File: config.mk
export PLATFORM = sky130hd
export DESIGN_NAME = three_nearest_neighbours
export DESIGN_NICKNAME = d
export VERILOG_FILES = /design/src/rtl/tnn_pkg.sv /design/src/rtl/tnn_ram.sv /design/src/rtl/tnn_ctrl.sv /design/src/rtl/tnn_dp.sv /design/src/rtl/three_nearest_neighbours.sv
export SDC_FILE = /design/constraint.sdc
export NUM_CORES = 2
export LEC_CHECK = 0
export ABC_AREA = 1
export BUFFER_PORTS_ARGS = -buffer_cell sky130_fd_sc_hd__buf_2
export CAP_MARGIN = 0
export CORE_ASPECT_RATIO = 1.5
export CORE_UTILIZATION = 55
export DETAILED_ROUTE_END_ITERATION = 16
export PLACE_DENSITY = 0.85
export SLEW_MARGIN = 20
export SYNTH_ARGS = -nofsm -noshare
export SYNTH_HDL_FRONTEND = slang
export SYNTH_SLANG_ARGS = --single-unit
File: constraint.sdc
create_clock -name i_clk -period 5.37 [get_ports i_clk]
set_input_delay 0.8055 -clock i_clk [delete_from_list [all_inputs] [get_ports i_clk]]
set_output_delay 0.8055 -clock i_clk [all_outputs]
set_load 0.01 [all_outputs]
File: src/rtl/tnn_pkg.sv
package tnn_pkg;

    localparam int MAX_POINTS      = 16;
    localparam int NEIGHBOUR_COUNT = 3;
    localparam int SLOTS           = 3;

    localparam int IDX_W   = $clog2(MAX_POINTS);
    localparam int CNT_W   = $clog2(MAX_POINTS + 1);
    localparam int COORD_W = 16;
    localparam int PT_W    = 2 * COORD_W;
    localparam int DIFF_W  = COORD_W + 1;
    localparam int SQ_W    = 2 * COORD_W + 1;
    localparam int DIST_W  = 34;
    localparam int DOUT_W  = 33;
    localparam int OIDX_W  = 4;

    localparam logic [DIST_W-1:0] MAX_DIST_RST = 34'd10000000000;

    typedef struct packed {
        logic              valid;
        logic [IDX_W-1:0]  idx;
        logic [DIST_W-1:0] dsq;
    } t_slot;

    typedef struct packed {
        logic store;
        logic start;
        logic ref_rd;
        logic ref_ld;
        logic issue;
        logic out_ld;
        logic next_pt;
        logic count_clr;
    } t_dp_cmd;

    typedef struct packed {
        logic scan_last;
        logic pipe_busy;
        logic last_point;
        logic out_free;
    } t_dp_sts;

    typedef enum logic [5:0] {
        S_LOAD  = 6'b000001,
        S_REF   = 6'b000010,
        S_REFW  = 6'b000100,
        S_SCAN  = 6'b001000,
        S_DRAIN = 6'b010000,
        S_EMIT  = 6'b100000
    } t_state;

    function automatic logic [OIDX_W-1:0] out_idx(input logic [IDX_W-1:0] idx);
        logic [IDX_W+OIDX_W-1:0] ext;
        ext = {{OIDX_W{1'b0}}, idx};
        return ext[OIDX_W-1:0];
    endfunction

endpackage

File: src/rtl/tnn_ram.sv
module tnn_ram #(
    parameter int WIDTH = 32,
    parameter int DEPTH = 16
) (
    input  logic                     i_clk,
    input  logic                     i_we,
    input  logic [$clog2(DEPTH)-1:0] i_waddr,
    input  logic [WIDTH-1:0]         i_wdata,
    input  logic [$clog2(DEPTH)-1:0] i_raddr,
    output logic [WIDTH-1:0]         o_rdata
);

    logic [WIDTH-1:0] r_mem [DEPTH];
    logic [WIDTH-1:0] r_rdata;

    always_ff @(posedge i_clk) begin
        if (i_we) begin
            r_mem[i_waddr] <= i_wdata;
        end
        r_rdata <= r_mem[i_raddr];
    end

    assign o_rdata = r_rdata;

endmodule

File: src/rtl/tnn_ctrl.sv
module tnn_ctrl
    import tnn_pkg::*;
(
    input  logic    i_clk,
    input  logic    i_rst_n,
    input  logic    i_in_valid,
    input  logic    i_is_last,
    input  t_dp_sts i_sts,
    output logic    o_in_stall,
    output t_dp_cmd o_cmd
);

    t_state r_state;
    t_state n_state;
    logic   in_xfer;

    assign o_in_stall = (r_state != S_LOAD);
    assign in_xfer    = i_in_valid && (r_state == S_LOAD);

    always_comb begin
        n_state = r_state;
        o_cmd   = '0;
        case (r_state)
            S_LOAD: begin
                if (in_xfer) begin
                    o_cmd.store = 1'b1;
                    if (i_is_last) begin
                        o_cmd.start = 1'b1;
                        n_state     = S_REF;
                    end
                end
            end
            S_REF: begin
                o_cmd.ref_rd = 1'b1;
                n_state      = S_REFW;
            end
            S_REFW: begin
                o_cmd.ref_ld = 1'b1;
                n_state      = S_SCAN;
            end
            S_SCAN: begin
                o_cmd.issue = 1'b1;
                if (i_sts.scan_last) begin
                    n_state = S_DRAIN;
                end
            end
            S_DRAIN: begin
                if (!i_sts.pipe_busy) begin
                    n_state = S_EMIT;
                end
            end
            S_EMIT: begin
                if (i_sts.out_free) begin
                    o_cmd.out_ld = 1'b1;
                    if (i_sts.last_point) begin
                        o_cmd.count_clr = 1'b1;
                        n_state         = S_LOAD;
                    end else begin
                        o_cmd.next_pt = 1'b1;
                        n_state       = S_REF;
                    end
                end
            end
            default: begin
                n_state = S_LOAD;
            end
        endcase
    end

    always_ff @(posedge i_clk) begin
        if (!i_rst_n) begin
            r_state <= S_LOAD;
        end else begin
            r_state <= n_state;
        end
    end

endmodule

File: src/rtl/tnn_dp.sv
module tnn_dp
    import tnn_pkg::*;
(
    input  logic                i_clk,
    input  logic                i_rst_n,
    input  t_dp_cmd             i_cmd,
    output t_dp_sts             o_sts,
    input  logic                i_cfg_wr_en,
    input  logic [DIST_W-1:0]   i_cfg_wr_data,
    input  logic [COORD_W-1:0]  i_coord_x,
    input  logic [COORD_W-1:0]  i_coord_y,
    input  logic                i_out_stall,
    output logic                o_out_valid,
    output logic [OIDX_W-1:0]   o_point_index,
    output logic [OIDX_W-1:0]   o_first_index,
    output logic [DOUT_W-1:0]   o_first_dist_sq,
    output logic                o_first_valid,
    output logic [OIDX_W-1:0]   o_second_index,
    output logic [DOUT_W-1:0]   o_second_dist_sq,
    output logic                o_second_valid,
    output logic [OIDX_W-1:0]   o_third_index,
    output logic [DOUT_W-1:0]   o_third_dist_sq,
    output logic                o_third_valid,
    output logic                o_last_result
);

    logic [DIST_W-1:0]  r_max_dist;
    logic [CNT_W-1:0]   r_count;
    logic [IDX_W-1:0]   r_i;
    logic [IDX_W-1:0]   r_j;
    logic [COORD_W-1:0] r_ref_x;
    logic [COORD_W-1:0] r_ref_y;

    logic               full;
    logic [IDX_W-1:0]   raddr;
    logic [PT_W-1:0]    rdata;
    logic [COORD_W-1:0] pt_x;
    logic [COORD_W-1:0] pt_y;

    // distance pipeline: read, difference, square, sum, insert
    logic               r_p0_v;
    logic [IDX_W-1:0]   r_p0_j;
    logic               r_p1_v;
    logic [IDX_W-1:0]   r_p1_j;
    logic signed [DIFF_W-1:0] r_dx;
    logic signed [DIFF_W-1:0] r_dy;
    logic               r_p2_v;
    logic [IDX_W-1:0]   r_p2_j;
    logic [SQ_W-1:0]    r_sqx;
    logic [SQ_W-1:0]    r_sqy;
    logic               r_p3_v;
    logic [IDX_W-1:0]   r_p3_j;
    logic [DIST_W-1:0]  r_d;

    logic [DIFF_W-1:0]        dx_n;
    logic [DIFF_W-1:0]        dy_n;
    logic signed [2*DIFF_W-1:0] prod_x;
    logic signed [2*DIFF_W-1:0] prod_y;

    t_slot r_slot [SLOTS];
    t_slot n_slot [SLOTS];
    t_slot cand;
    logic  lt [SLOTS];

    logic                r_out_valid;
    logic [OIDX_W-1:0]   r_out_pidx;
    logic                r_out_last;
    t_slot               r_out_slot [SLOTS];

    assign full  = (r_count == CNT_W'(MAX_POINTS));
    assign raddr = i_cmd.ref_rd ? r_i : r_j;
    assign pt_x  = rdata[PT_W-1:COORD_W];
    assign pt_y  = rdata[COORD_W-1:0];

    tnn_ram #(
        .WIDTH (PT_W),
        .DEPTH (MAX_POINTS)
    ) u_store (
        .i_clk   (i_clk),
        .i_we    (i_cmd.store && !full),
        .i_waddr (r_count[IDX_W-1:0]),
        .i_wdata ({i_coord_x, i_coord_y}),
        .i_raddr (raddr),
        .o_rdata (rdata)
    );

    assign o_sts.scan_last  = (CNT_W'(r_j) == r_count - 1'b1);
    assign o_sts.pipe_busy  = r_p0_v || r_p1_v || r_p2_v || r_p3_v;
    assign o_sts.last_point = ((CNT_W'(r_i) + 1'b1) == r_count);
    assign o_sts.out_free   = !r_out_valid || !i_out_stall;

    always_ff @(posedge i_clk) begin
        if (!i_rst_n) begin
            r_max_dist <= MAX_DIST_RST;
            r_count    <= '0;
        end else begin
            if (i_cfg_wr_en) begin
                r_max_dist <= i_cfg_wr_data;
            end
            if (i_cmd.count_clr) begin
                r_count <= '0;
            end else if (i_cmd.store && !full) begin
                r_count <= r_count + 1'b1;
            end
        end
    end

    always_ff @(posedge i_clk) begin
        if (i_cmd.start) begin
            r_i <= '0;
        end else if (i_cmd.next_pt) begin
            r_i <= r_i + 1'b1;
        end
        if (i_cmd.ref_ld) begin
            r_j     <= '0;
            r_ref_x <= pt_x;
            r_ref_y <= pt_y;
        end else if (i_cmd.issue) begin
            r_j <= r_j + 1'b1;
        end
    end

    assign dx_n   = {r_ref_x[COORD_W-1], r_ref_x} - {pt_x[COORD_W-1], pt_x};
    assign dy_n   = {r_ref_y[COORD_W-1], r_ref_y} - {pt_y[COORD_W-1], pt_y};
    assign prod_x = r_dx * r_dx;
    assign prod_y = r_dy * r_dy;

    always_ff @(posedge i_clk) begin
        if (!i_rst_n) begin
            r_p0_v <= 1'b0;
            r_p1_v <= 1'b0;
            r_p2_v <= 1'b0;
            r_p3_v <= 1'b0;
        end else begin
            r_p0_v <= i_cmd.issue;
            r_p1_v <= r_p0_v && (r_p0_j != r_i);
            r_p2_v <= r_p1_v;
            r_p3_v <= r_p2_v;
        end
    end

    always_ff @(posedge i_clk) begin
        r_p0_j <= r_j;
        r_p1_j <= r_p0_j;
        r_dx   <= dx_n;
        r_dy   <= dy_n;
        r_p2_j <= r_p1_j;
        r_sqx  <= prod_x[SQ_W-1:0];
        r_sqy  <= prod_y[SQ_W-1:0];
        r_p3_j <= r_p2_j;
        r_d    <= DIST_W'(r_sqx) + DIST_W'(r_sqy);
    end

    // sorted insert; equal distance keeps the earlier (lower) index ahead
    always_comb begin
        cand.valid = r_p3_v && (r_d < r_max_dist);
        cand.idx   = r_p3_j;
        cand.dsq   = r_d;
        for (int s = 0; s < SLOTS; s++) begin
            lt[s]     = !r_slot[s].valid || (r_d < r_slot[s].dsq);
            n_slot[s] = r_slot[s];
        end
        if (cand.valid) begin
            if (lt[0]) begin
                n_slot[2] = r_slot[1];
                n_slot[1] = r_slot[0];
                n_slot[0] = cand;
            end else if (lt[1]) begin
                n_slot[2] = r_slot[1];
                n_slot[1] = cand;
            end else if (lt[2]) begin
                n_slot[2] = cand;
            end
        end
    end

    always_ff @(posedge i_clk) begin
        for (int s = 0; s < SLOTS; s++) begin
            if (!i_rst_n || i_cmd.ref_ld) begin
                r_slot[s] <= '0;
            end else begin
                r_slot[s] <= n_slot[s];
            end
        end
    end

    always_ff @(posedge i_clk) begin
        if (!i_rst_n) begin
            r_out_valid <= 1'b0;
        end else if (i_cmd.out_ld) begin
            r_out_valid <= 1'b1;
        end else if (!i_out_stall) begin
            r_out_valid <= 1'b0;
        end
    end

    always_ff @(posedge i_clk) begin
        if (i_cmd.out_ld) begin
            r_out_pidx <= out_idx(r_i);
            r_out_last <= o_sts.last_point;
            for (int s = 0; s < SLOTS; s++) begin
                if (r_slot[s].valid && (s < NEIGHBOUR_COUNT)) begin
                    r_out_slot[s] <= r_slot[s];
                end else begin
                    r_out_slot[s] <= '0;
                end
            end
        end
    end

    assign o_out_valid      = r_out_valid;
    assign o_point_index    = r_out_pidx;
    assign o_last_result    = r_out_last;
    assign o_first_index    = out_idx(r_out_slot[0].idx);
    assign o_first_dist_sq  = r_out_slot[0].dsq[DOUT_W-1:0];
    assign o_first_valid    = r_out_slot[0].valid;
    assign o_second_index   = out_idx(r_out_slot[1].idx);
    assign o_second_dist_sq = r_out_slot[1].dsq[DOUT_W-1:0];
    assign o_second_valid   = r_out_slot[1].valid;
    assign o_third_index    = out_idx(r_out_slot[2].idx);
    assign o_third_dist_sq  = r_out_slot[2].dsq[DOUT_W-1:0];
    assign o_third_valid    = r_out_slot[2].valid;

endmodule

File: src/rtl/three_nearest_neighbours.sv
// Brute-force three-nearest-neighbour search over up to MAX_POINTS signed
// 2-D points. Points load one per cycle; points past capacity are dropped,
// and the point with is_last starts the search. The block then stalls its
// input and gives one result per loaded point, in index order, listing the
// three nearest other points by squared distance (ties to the lower index),
// counting only distances strictly below max_dist_sq. The point store has
// one read port feeding a single difference/square/sum/insert pipeline,
// one stored point per cycle. The result sits in an output register, so
// the next search runs while it waits, and new points are taken while the
// last result waits. The user must see that max_dist_sq is written only
// while the block is idle; the block does not enforce this.
module three_nearest_neighbours
    import tnn_pkg::*;
(
    input  logic                i_clk,
    input  logic                i_rst_n,
    input  logic                i_cfg_wr_en,
    input  logic [DIST_W-1:0]   i_cfg_wr_data,
    input  logic                i_in_valid,
    output logic                o_in_stall,
    input  logic [COORD_W-1:0]  i_coord_x,
    input  logic [COORD_W-1:0]  i_coord_y,
    input  logic                i_is_last,
    output logic                o_out_valid,
    input  logic                i_out_stall,
    output logic [OIDX_W-1:0]   o_point_index,
    output logic [OIDX_W-1:0]   o_first_index,
    output logic [DOUT_W-1:0]   o_first_dist_sq,
    output logic                o_first_valid,
    output logic [OIDX_W-1:0]   o_second_index,
    output logic [DOUT_W-1:0]   o_second_dist_sq,
    output logic                o_second_valid,
    output logic [OIDX_W-1:0]   o_third_index,
    output logic [DOUT_W-1:0]   o_third_dist_sq,
    output logic                o_third_valid,
    output logic                o_last_result
);

    t_dp_cmd cmd;
    t_dp_sts sts;

    tnn_ctrl u_ctrl (
        .i_clk      (i_clk),
        .i_rst_n    (i_rst_n),
        .i_in_valid (i_in_valid),
        .i_is_last  (i_is_last),
        .i_sts      (sts),
        .o_in_stall (o_in_stall),
        .o_cmd      (cmd)
    );

    tnn_dp u_dp (
        .i_clk            (i_clk),
        .i_rst_n          (i_rst_n),
        .i_cmd            (cmd),
        .o_sts            (sts),
        .i_cfg_wr_en      (i_cfg_wr_en),
        .i_cfg_wr_data    (i_cfg_wr_data),
        .i_coord_x        (i_coord_x),
        .i_coord_y        (i_coord_y),
        .i_out_stall      (i_out_stall),
        .o_out_valid      (o_out_valid),
        .o_point_index    (o_point_index),
        .o_first_index    (o_first_index),
        .o_first_dist_sq  (o_first_dist_sq),
        .o_first_valid    (o_first_valid),
        .o_second_index   (o_second_index),
        .o_second_dist_sq (o_second_dist_sq),
        .o_second_valid   (o_second_valid),
        .o_third_index    (o_third_index),
        .o_third_dist_sq  (o_third_dist_sq),
        .o_third_valid    (o_third_valid),
        .o_last_result    (o_last_result)
    );

endmodule

**Yosys cells after proc, flatten, opt, wreduce, memory -nomap -nowiden**

Memories as Yosys holds them, arrays and structs flattened. A register that Yosys moved wholly into a read port is not among the register bits.
Cells that the tools add are included.

- Register bits: 245
- Bits in writable memories: 746
- Input bits: 72
- Logic and storage cells: 140
- Memories: 3

- $add $sub $neg: 8
- Multiply operators: 2
- $lt $le $gt $ge: 4
- Equal/unequal tests: 17
- Mux-type cells: 55
- Bitwise operators: 7
- Reduce and logical (&&, ||, !) cells: 21

Memories:

| memory | words | bits a word | rd ports | clocked after Yosys merged registers in | write ports | RTL line | RTL |
|---|---|---|---|---|---|---|---|
| u_dp.u_store.r_mem | 16 | 32 | 1 | 1 | 1 | tnn_ram.sv:13 | `logic [WIDTH-1:0] r_mem [DEPTH];` |
| u_dp.r_out_slot | 3 | 39 | 3 | 0 | 3 | tnn_dp.sv:68 | `t_slot r_out_slot [SLOTS];` |
| u_dp.r_slot | 3 | 39 | 3 | 0 | 3 | tnn_dp.sv:60 | `t_slot r_slot [SLOTS];` |

Operators with widths:

| cell | number |
|---|---|
| 39-bit 2-to-1 mux | 10 |
| 34-bit less-than comparator | 4 |
| 117-bit 2-to-1 mux | 1 |
| 78-bit 2-to-1 mux | 1 |
| 17-bit by 17-bit multiplier with 33-bit output | 2 |
| 6-bit case mux with 6 select lines | 1 |
| 33-bit by 33-bit adder with 34-bit output | 1 |
| 16-bit by 16-bit subtractor with 17-bit output | 2 |
| 1-bit 2-to-1 mux | 31 |
| 6-bit 2-to-1 mux | 5 |
| 4-bit by 1-bit adder with 4-bit output (second input constant) | 2 |
| 1-bit logical OR | 8 |
| 2-bit inequality test (second input constant) | 4 |
| 1-bit zero test | 7 |
| 6-bit by 1-bit equality test with 1-bit output (second input constant) | 1 |
| 6-bit by 2-bit equality test with 1-bit output (second input constant) | 1 |
| 6-bit by 3-bit equality test with 1-bit output (second input constant) | 1 |
| 6-bit by 4-bit equality test with 1-bit output (second input constant) | 1 |
| 6-bit by 5-bit equality test with 1-bit output (second input constant) | 1 |
| 6-bit equality test (second input constant) | 1 |
| 2-bit 2-to-1 mux | 3 |
| 3-bit 2-to-1 mux | 2 |
| 6-bit by 1-bit inequality test with 1-bit output (second input constant) | 1 |
| 1-bit bitwise OR | 6 |
| 13 further kinds | 17 |

**Logic depth before layout (Yosys ltp)**

- Word-level depth: 8
- Gate-level depth with buffers: 30

**Hierarchy**

A second synthesis with hierarchy kept.

- Cell total of the unflattened synthesis: 7169
- Area total of the unflattened synthesis: 64465.6 um^2

Modules (own cells, without submodules):

| module | times used | cells each | area an instance (um^2) | sequential area each (um^2) |
|---|---|---|---|---|
| tnn_dp | 1 | 4974 | 41297.1 | 10500.1 |
| tnn_ram | 1 | 2120 | 22730.6 | 16015.4 |
| tnn_ctrl | 1 | 75 | 437.9 | 120.1 |

**Least setup slack after synthesis**

Ideal clock, no wire load.

- Kind: register to register
- From: register u_dp.r_dy[16]
- To: register u_dp.r_sqy[29]
- Setup time: 0.072 ns
- Arrival time: 5.858 ns
- Path slack: -0.560 ns
- Stages on the path, launching flop included: 23
- Path buffers: 2
- Clock period less this slack: 5.930 ns
- Path through: dfxtp_1 clkbuf_1 buf_1 nand2_1 inv_1 fa_1 inv_1 fa_1 inv_1 fa_1 fa_1 fa_1 inv_1 fa_1 inv_1 ha_1 nand2_1 nor4_1 o21ai_0 nand3_1 a21boi_0 o21bai_1 xor2_1

- Word-level cells in the longest chain between the ends: 1

RTL lines:

| item | RTL line | RTL |
|---|---|---|
| from (decl) | tnn_dp.sv:46 | `logic signed [DIFF_W-1:0] r_dy;` |
| from (signal assigned) | tnn_dp.sv:146 | `r_dy <= dy_n;` |
| 17-bit by 17-bit multiplier with 33-bit output | tnn_dp.sv:126 | `assign prod_y = r_dy * r_dy;` |
| named net u_dp.prod_y[29] | tnn_dp.sv:58 | `logic signed [2*DIFF_W-1:0] prod_y;` |
| to (signal assigned) | tnn_dp.sv:149 | `r_sqy <= prod_y[SQ_W-1:0];` |
| to (decl) | tnn_dp.sv:50 | `logic [SQ_W-1:0] r_sqy;` |

The timed path passes the listed nets, and every way through them passes these cells.
A chain may end at the register's enable or synchronous reset.

**Final worst setup path**

- From: register u_dp.r_dy[16]
- To: register u_dp.r_sqy[32]

Same word-level chain as after synthesis.

==> impl_metrics.toml <==
[status]
outcome = "complete, but fails checks"
violations = "setup timing"

[finish]
fillers = 7698
layout-drive-gt1-share_pct = 16.5
multiInputGateArea_sq_um = 31600
final_cell_mix = "inv_1 (1,090), nand2_1 (973), nor2_1 (694), edfxtp_1 (625), fa_1 (492)"
seq_area_sq_um = 26700
final_cells = 8424
nets = 7866
layout_commonest_cell = "inv_1"
area_delta_synth_final_pct = 16.0

[detailed_routing]
routed_wl_mm = 167
drtIter0Drc = 4625
final_antenna_net_count = 0
wl_per_cell_um = 19.8
vias = 48038
drc = 0
via_per_inst = 5.70
drt_pass1_iterations = 6

[yosys]
synth.ff_latch_count = 1018
yosysSeqAreaShare_pct = 42.9
synth_top_cell_area_share_pct = 30.2
synth.avg_cell_area_sq_um = 9.63
ys_top_cells_by_area = "edfxtp_1 (30%), fa_1 (17%), dfxtp_1 (13%), ha_1 (7.6%), inv_1 (7.0%)"
synth_area_sq_um = 62100
async_flop_share_pct = 0
ys.flop_type = "edfxtp_1"
yosysWarningCount = 0
syn-instance-count = 6446
synthesis.nets = 7417
synth_top_area_cell = "edfxtp_1"
synth_edf_count = 625
synth_cell_type_count = 52

[global_routing]
grt_pass1_wl_mm = 252
grt_pass1_vias = 49471
grt_overflow = 0
grt_usage_pct = 27.9
grt_max_degree = 257
antenna_found_initial = 10

[cts]
clock_sinks = 1018
ctsLongestPathBuffers = 3
clk_latency_ns = 0.72
cts_buffers = 93
h-tree-depth = 3
cts.root.buffer_cell = "clkbuf_16"
cts_tree = "built"
path_clk_slew_ns = 0.08

[critical_path]
regToRegStartpoint = "u_dp.r_dy[16]"
end_kind = "flip-flop"
path_common_cell = "fa_1"
crit_slowest_cell = "fa_2"
reg2reg_to = "u_dp.r_sqy[32]"
ff2ff_setup_slack_ns = -0.30
crit_path_cell_trace = "buf_6 > nand2_1 > fa_1 > buf_4 > fa_2 > inv_4 > buf_4 > fa_1 > fa_1 > fa_1 > fa_1 > ha_4 > a21oi_1 > o21ai_1 > nor2_1 > o211ai_1 > buf_4 > nand2_2 > nand2_2 > nand2_2 > inv_2 > o21ai_0 > nand2_1"
cp-start-kind = "flip-flop"
crit_fanout = 6
setup.worst_path.class = "reg -> reg"
arrival_ns = 6.24
cp-endpoint = "u_dp.r_sqy[32]"
cp_data_required_time_ns = 5.95
crit_path_max_incr_delay_ns = 0.57
worstSetupStartpoint = "u_dp.r_dy[16]"
reg2reg_depth = 23

[timing]
setup_violations = 23
worst_slack_ns = -0.297
rsz0062_at_grt = "yes"
finalCritPeriodShare_pct = 106
hold_viol = 0
relSlewSlack_pct = 24.0
worstMarginPinSlew_ns = 1.14
drv_slew = 0
tns_ns = -2.39
clock_skew_ns = 0.0571
final.min_clock_period_ns = 5.67
fmax_ghz = 0.176

[floorplanning]
io_pins = 193
start_util_pct = 55.6
die_height_um = 414
fp.dieW_um = 276
rows = 150
core_sq_um = 112000
die_area_sq_um = 114000

[worst_hold_path]
min_path_type = "reg -> reg"

[placed_design]
globalplace.congestion = 0.937
place_inst = 8162
hpwl_mm = 112
place_ws_ns = -0.409
io_buffer_count = 192

[job]
maxCapViolations = 0
==> metrics by stage <==
step	instance area [sq um]	utilization (%)	hold slack, ns
2_1_floorplan	62300	-	0.310
3_3_place_gp	66600	59.7	0.311
3_5_place_dp	66600	59.7	0.318
4_1_cts	70500	63.1	0.312
5_1_grt	72100	64.5	0.343
6_report	72100	64.5	0.329
==> logic make-up (layout without fill, tap and decap cells) <==
family | after synthesis | after routing | synth area share [%]
multiplexers | 1 | 1 | 0.0181
buffers and inverters | 1423 | 1952 | 8.86
XOR/XNOR | 158 | 158 | 2.23
AND/OR/NAND/NOR | 1968 | 1968 | 12.5
flip-flops | 1018 | 1018 | 42.9
AO/OA/AOI/OAI | 979 | 979 | 9.07
other | 0 | 5 | 0
adder cells (fa/ha/maj) | 899 | 899 | 24.4
==> layout make-up <==
class | instances | share of cell area, %
Antenna cell | 5 | 0.0174
Multi-Input combinational cell | 4005 | 43.8
Inverter | 1168 | 6.11
Clock inverter | 49 | 0.663
Timing Repair Buffer | 609 | 6.18
Sequential cell | 1018 | 37.1
Tap cell | 1444 | 2.51
Clock buffer | 126 | 3.61
==> Yosys cell counts (all sizes together), types with 2 or more instances <==
| cell type | number |
|---|---|
| a211oi | 8 |
| a21boi | 10 |
| a21o | 16 |
| a21oi | 240 |
| a31o | 4 |
| a31oi | 9 |
| buf | 114 |
| clkbuf | 141 |
| clkinv | 2 |
| dfxtp | 393 |
| edfxtp | 625 |
| fa | 523 |
| ha | 376 |
| inv | 1166 |
| nand2 | 1041 |
| nand3 | 105 |
| nand3b | 4 |
| nand4 | 32 |
| nor2 | 738 |
| nor3 | 25 |
| nor3b | 2 |
| nor4 | 11 |
| o2111ai | 5 |
| o211ai | 7 |
| o21a | 14 |
| o21ai | 514 |
| o21bai | 15 |
| o221ai | 131 |
| o31ai | 3 |
| or2 | 8 |
| xnor2 | 61 |
| xor2 | 97 |
==> routing by layer <==
layer / wire [um] / GRT usage, % / part of all wire (%) / up-vias
li1: - / - / - / 21566
met2: 86600 / 52.2 / 52 / 2589
met5: 36 / 0 / 0.022 / -
met1: 55800 / 29.5 / 33 / 23076
met4: 11700 / 17.4 / 7.0 / 6
met3: 12800 / 3.87 / 7.7 / 801
==> how the worst min path moves through the flow <==
stage	slack, ns	startpoint	cells past startpoint	to
5_1_grt	0.34	u_dp.r_p1_j[3]	0	u_dp.r_p2_j[3]
3_5_place_dp	0.32	u_dp.r_p1_j[3]	0	u_dp.r_p2_j[3]
6_report	0.33	u_dp.r_p1_j[3]	0	u_dp.r_p2_j[3]
4_1_cts	0.31	i_cfg_wr_data[15]	3	u_dp.r_max_dist[15]
2_1_floorplan	0.31	u_dp.r_p1_j[0]	0	u_dp.r_p2_j[0]
3_3_place_gp	0.31	u_dp.r_p1_j[3]	0	u_dp.r_p2_j[3]
==> registers in the layout, indices dropped and copies added, names as in the netlist, 5 cells and up <==
name / flops
u_dp.r_dx: 17
u_dp.r_slot: 117
u_dp.r_out_slot: 114
u_dp.u_store.r_mem: 512
u_dp.r_max_dist: 34
u_dp.r_sqy: 32
u_dp.r_sqx: 32
u_dp.r_ref_y: 16
u_dp.r_d: 34
u_dp.r_count: 5
u_ctrl.r_state: 6
u_dp.u_store.o_rdata: 32
u_dp.r_dy: 17
u_dp.r_ref_x: 16
==> timing repair <==
action	CTS	global route
endpoints found under the setup margin	37	37
pin swaps	53	179
hold buffers	0	0
gates resized for setup	168	300
cloned	0	1
endpoints found under the hold margin	0	0
setup buffers	26	55
==> worst max-delay path, delay by kind of cell (launching register included) <==
| kind | cells | cell delay (ns) |
|---|---|---|
| compound gates | 4 | 0.59 |
| fa+ha+maj | 7 | 3.34 |
| buf+inv | 6 | 0.69 |
| flops | 1 | 0.42 |
| simple gates | 6 | 0.47 |
Power is not shown: default switching activity piles up to over one toggle a cycle in this logic, so the estimate is an artifact.
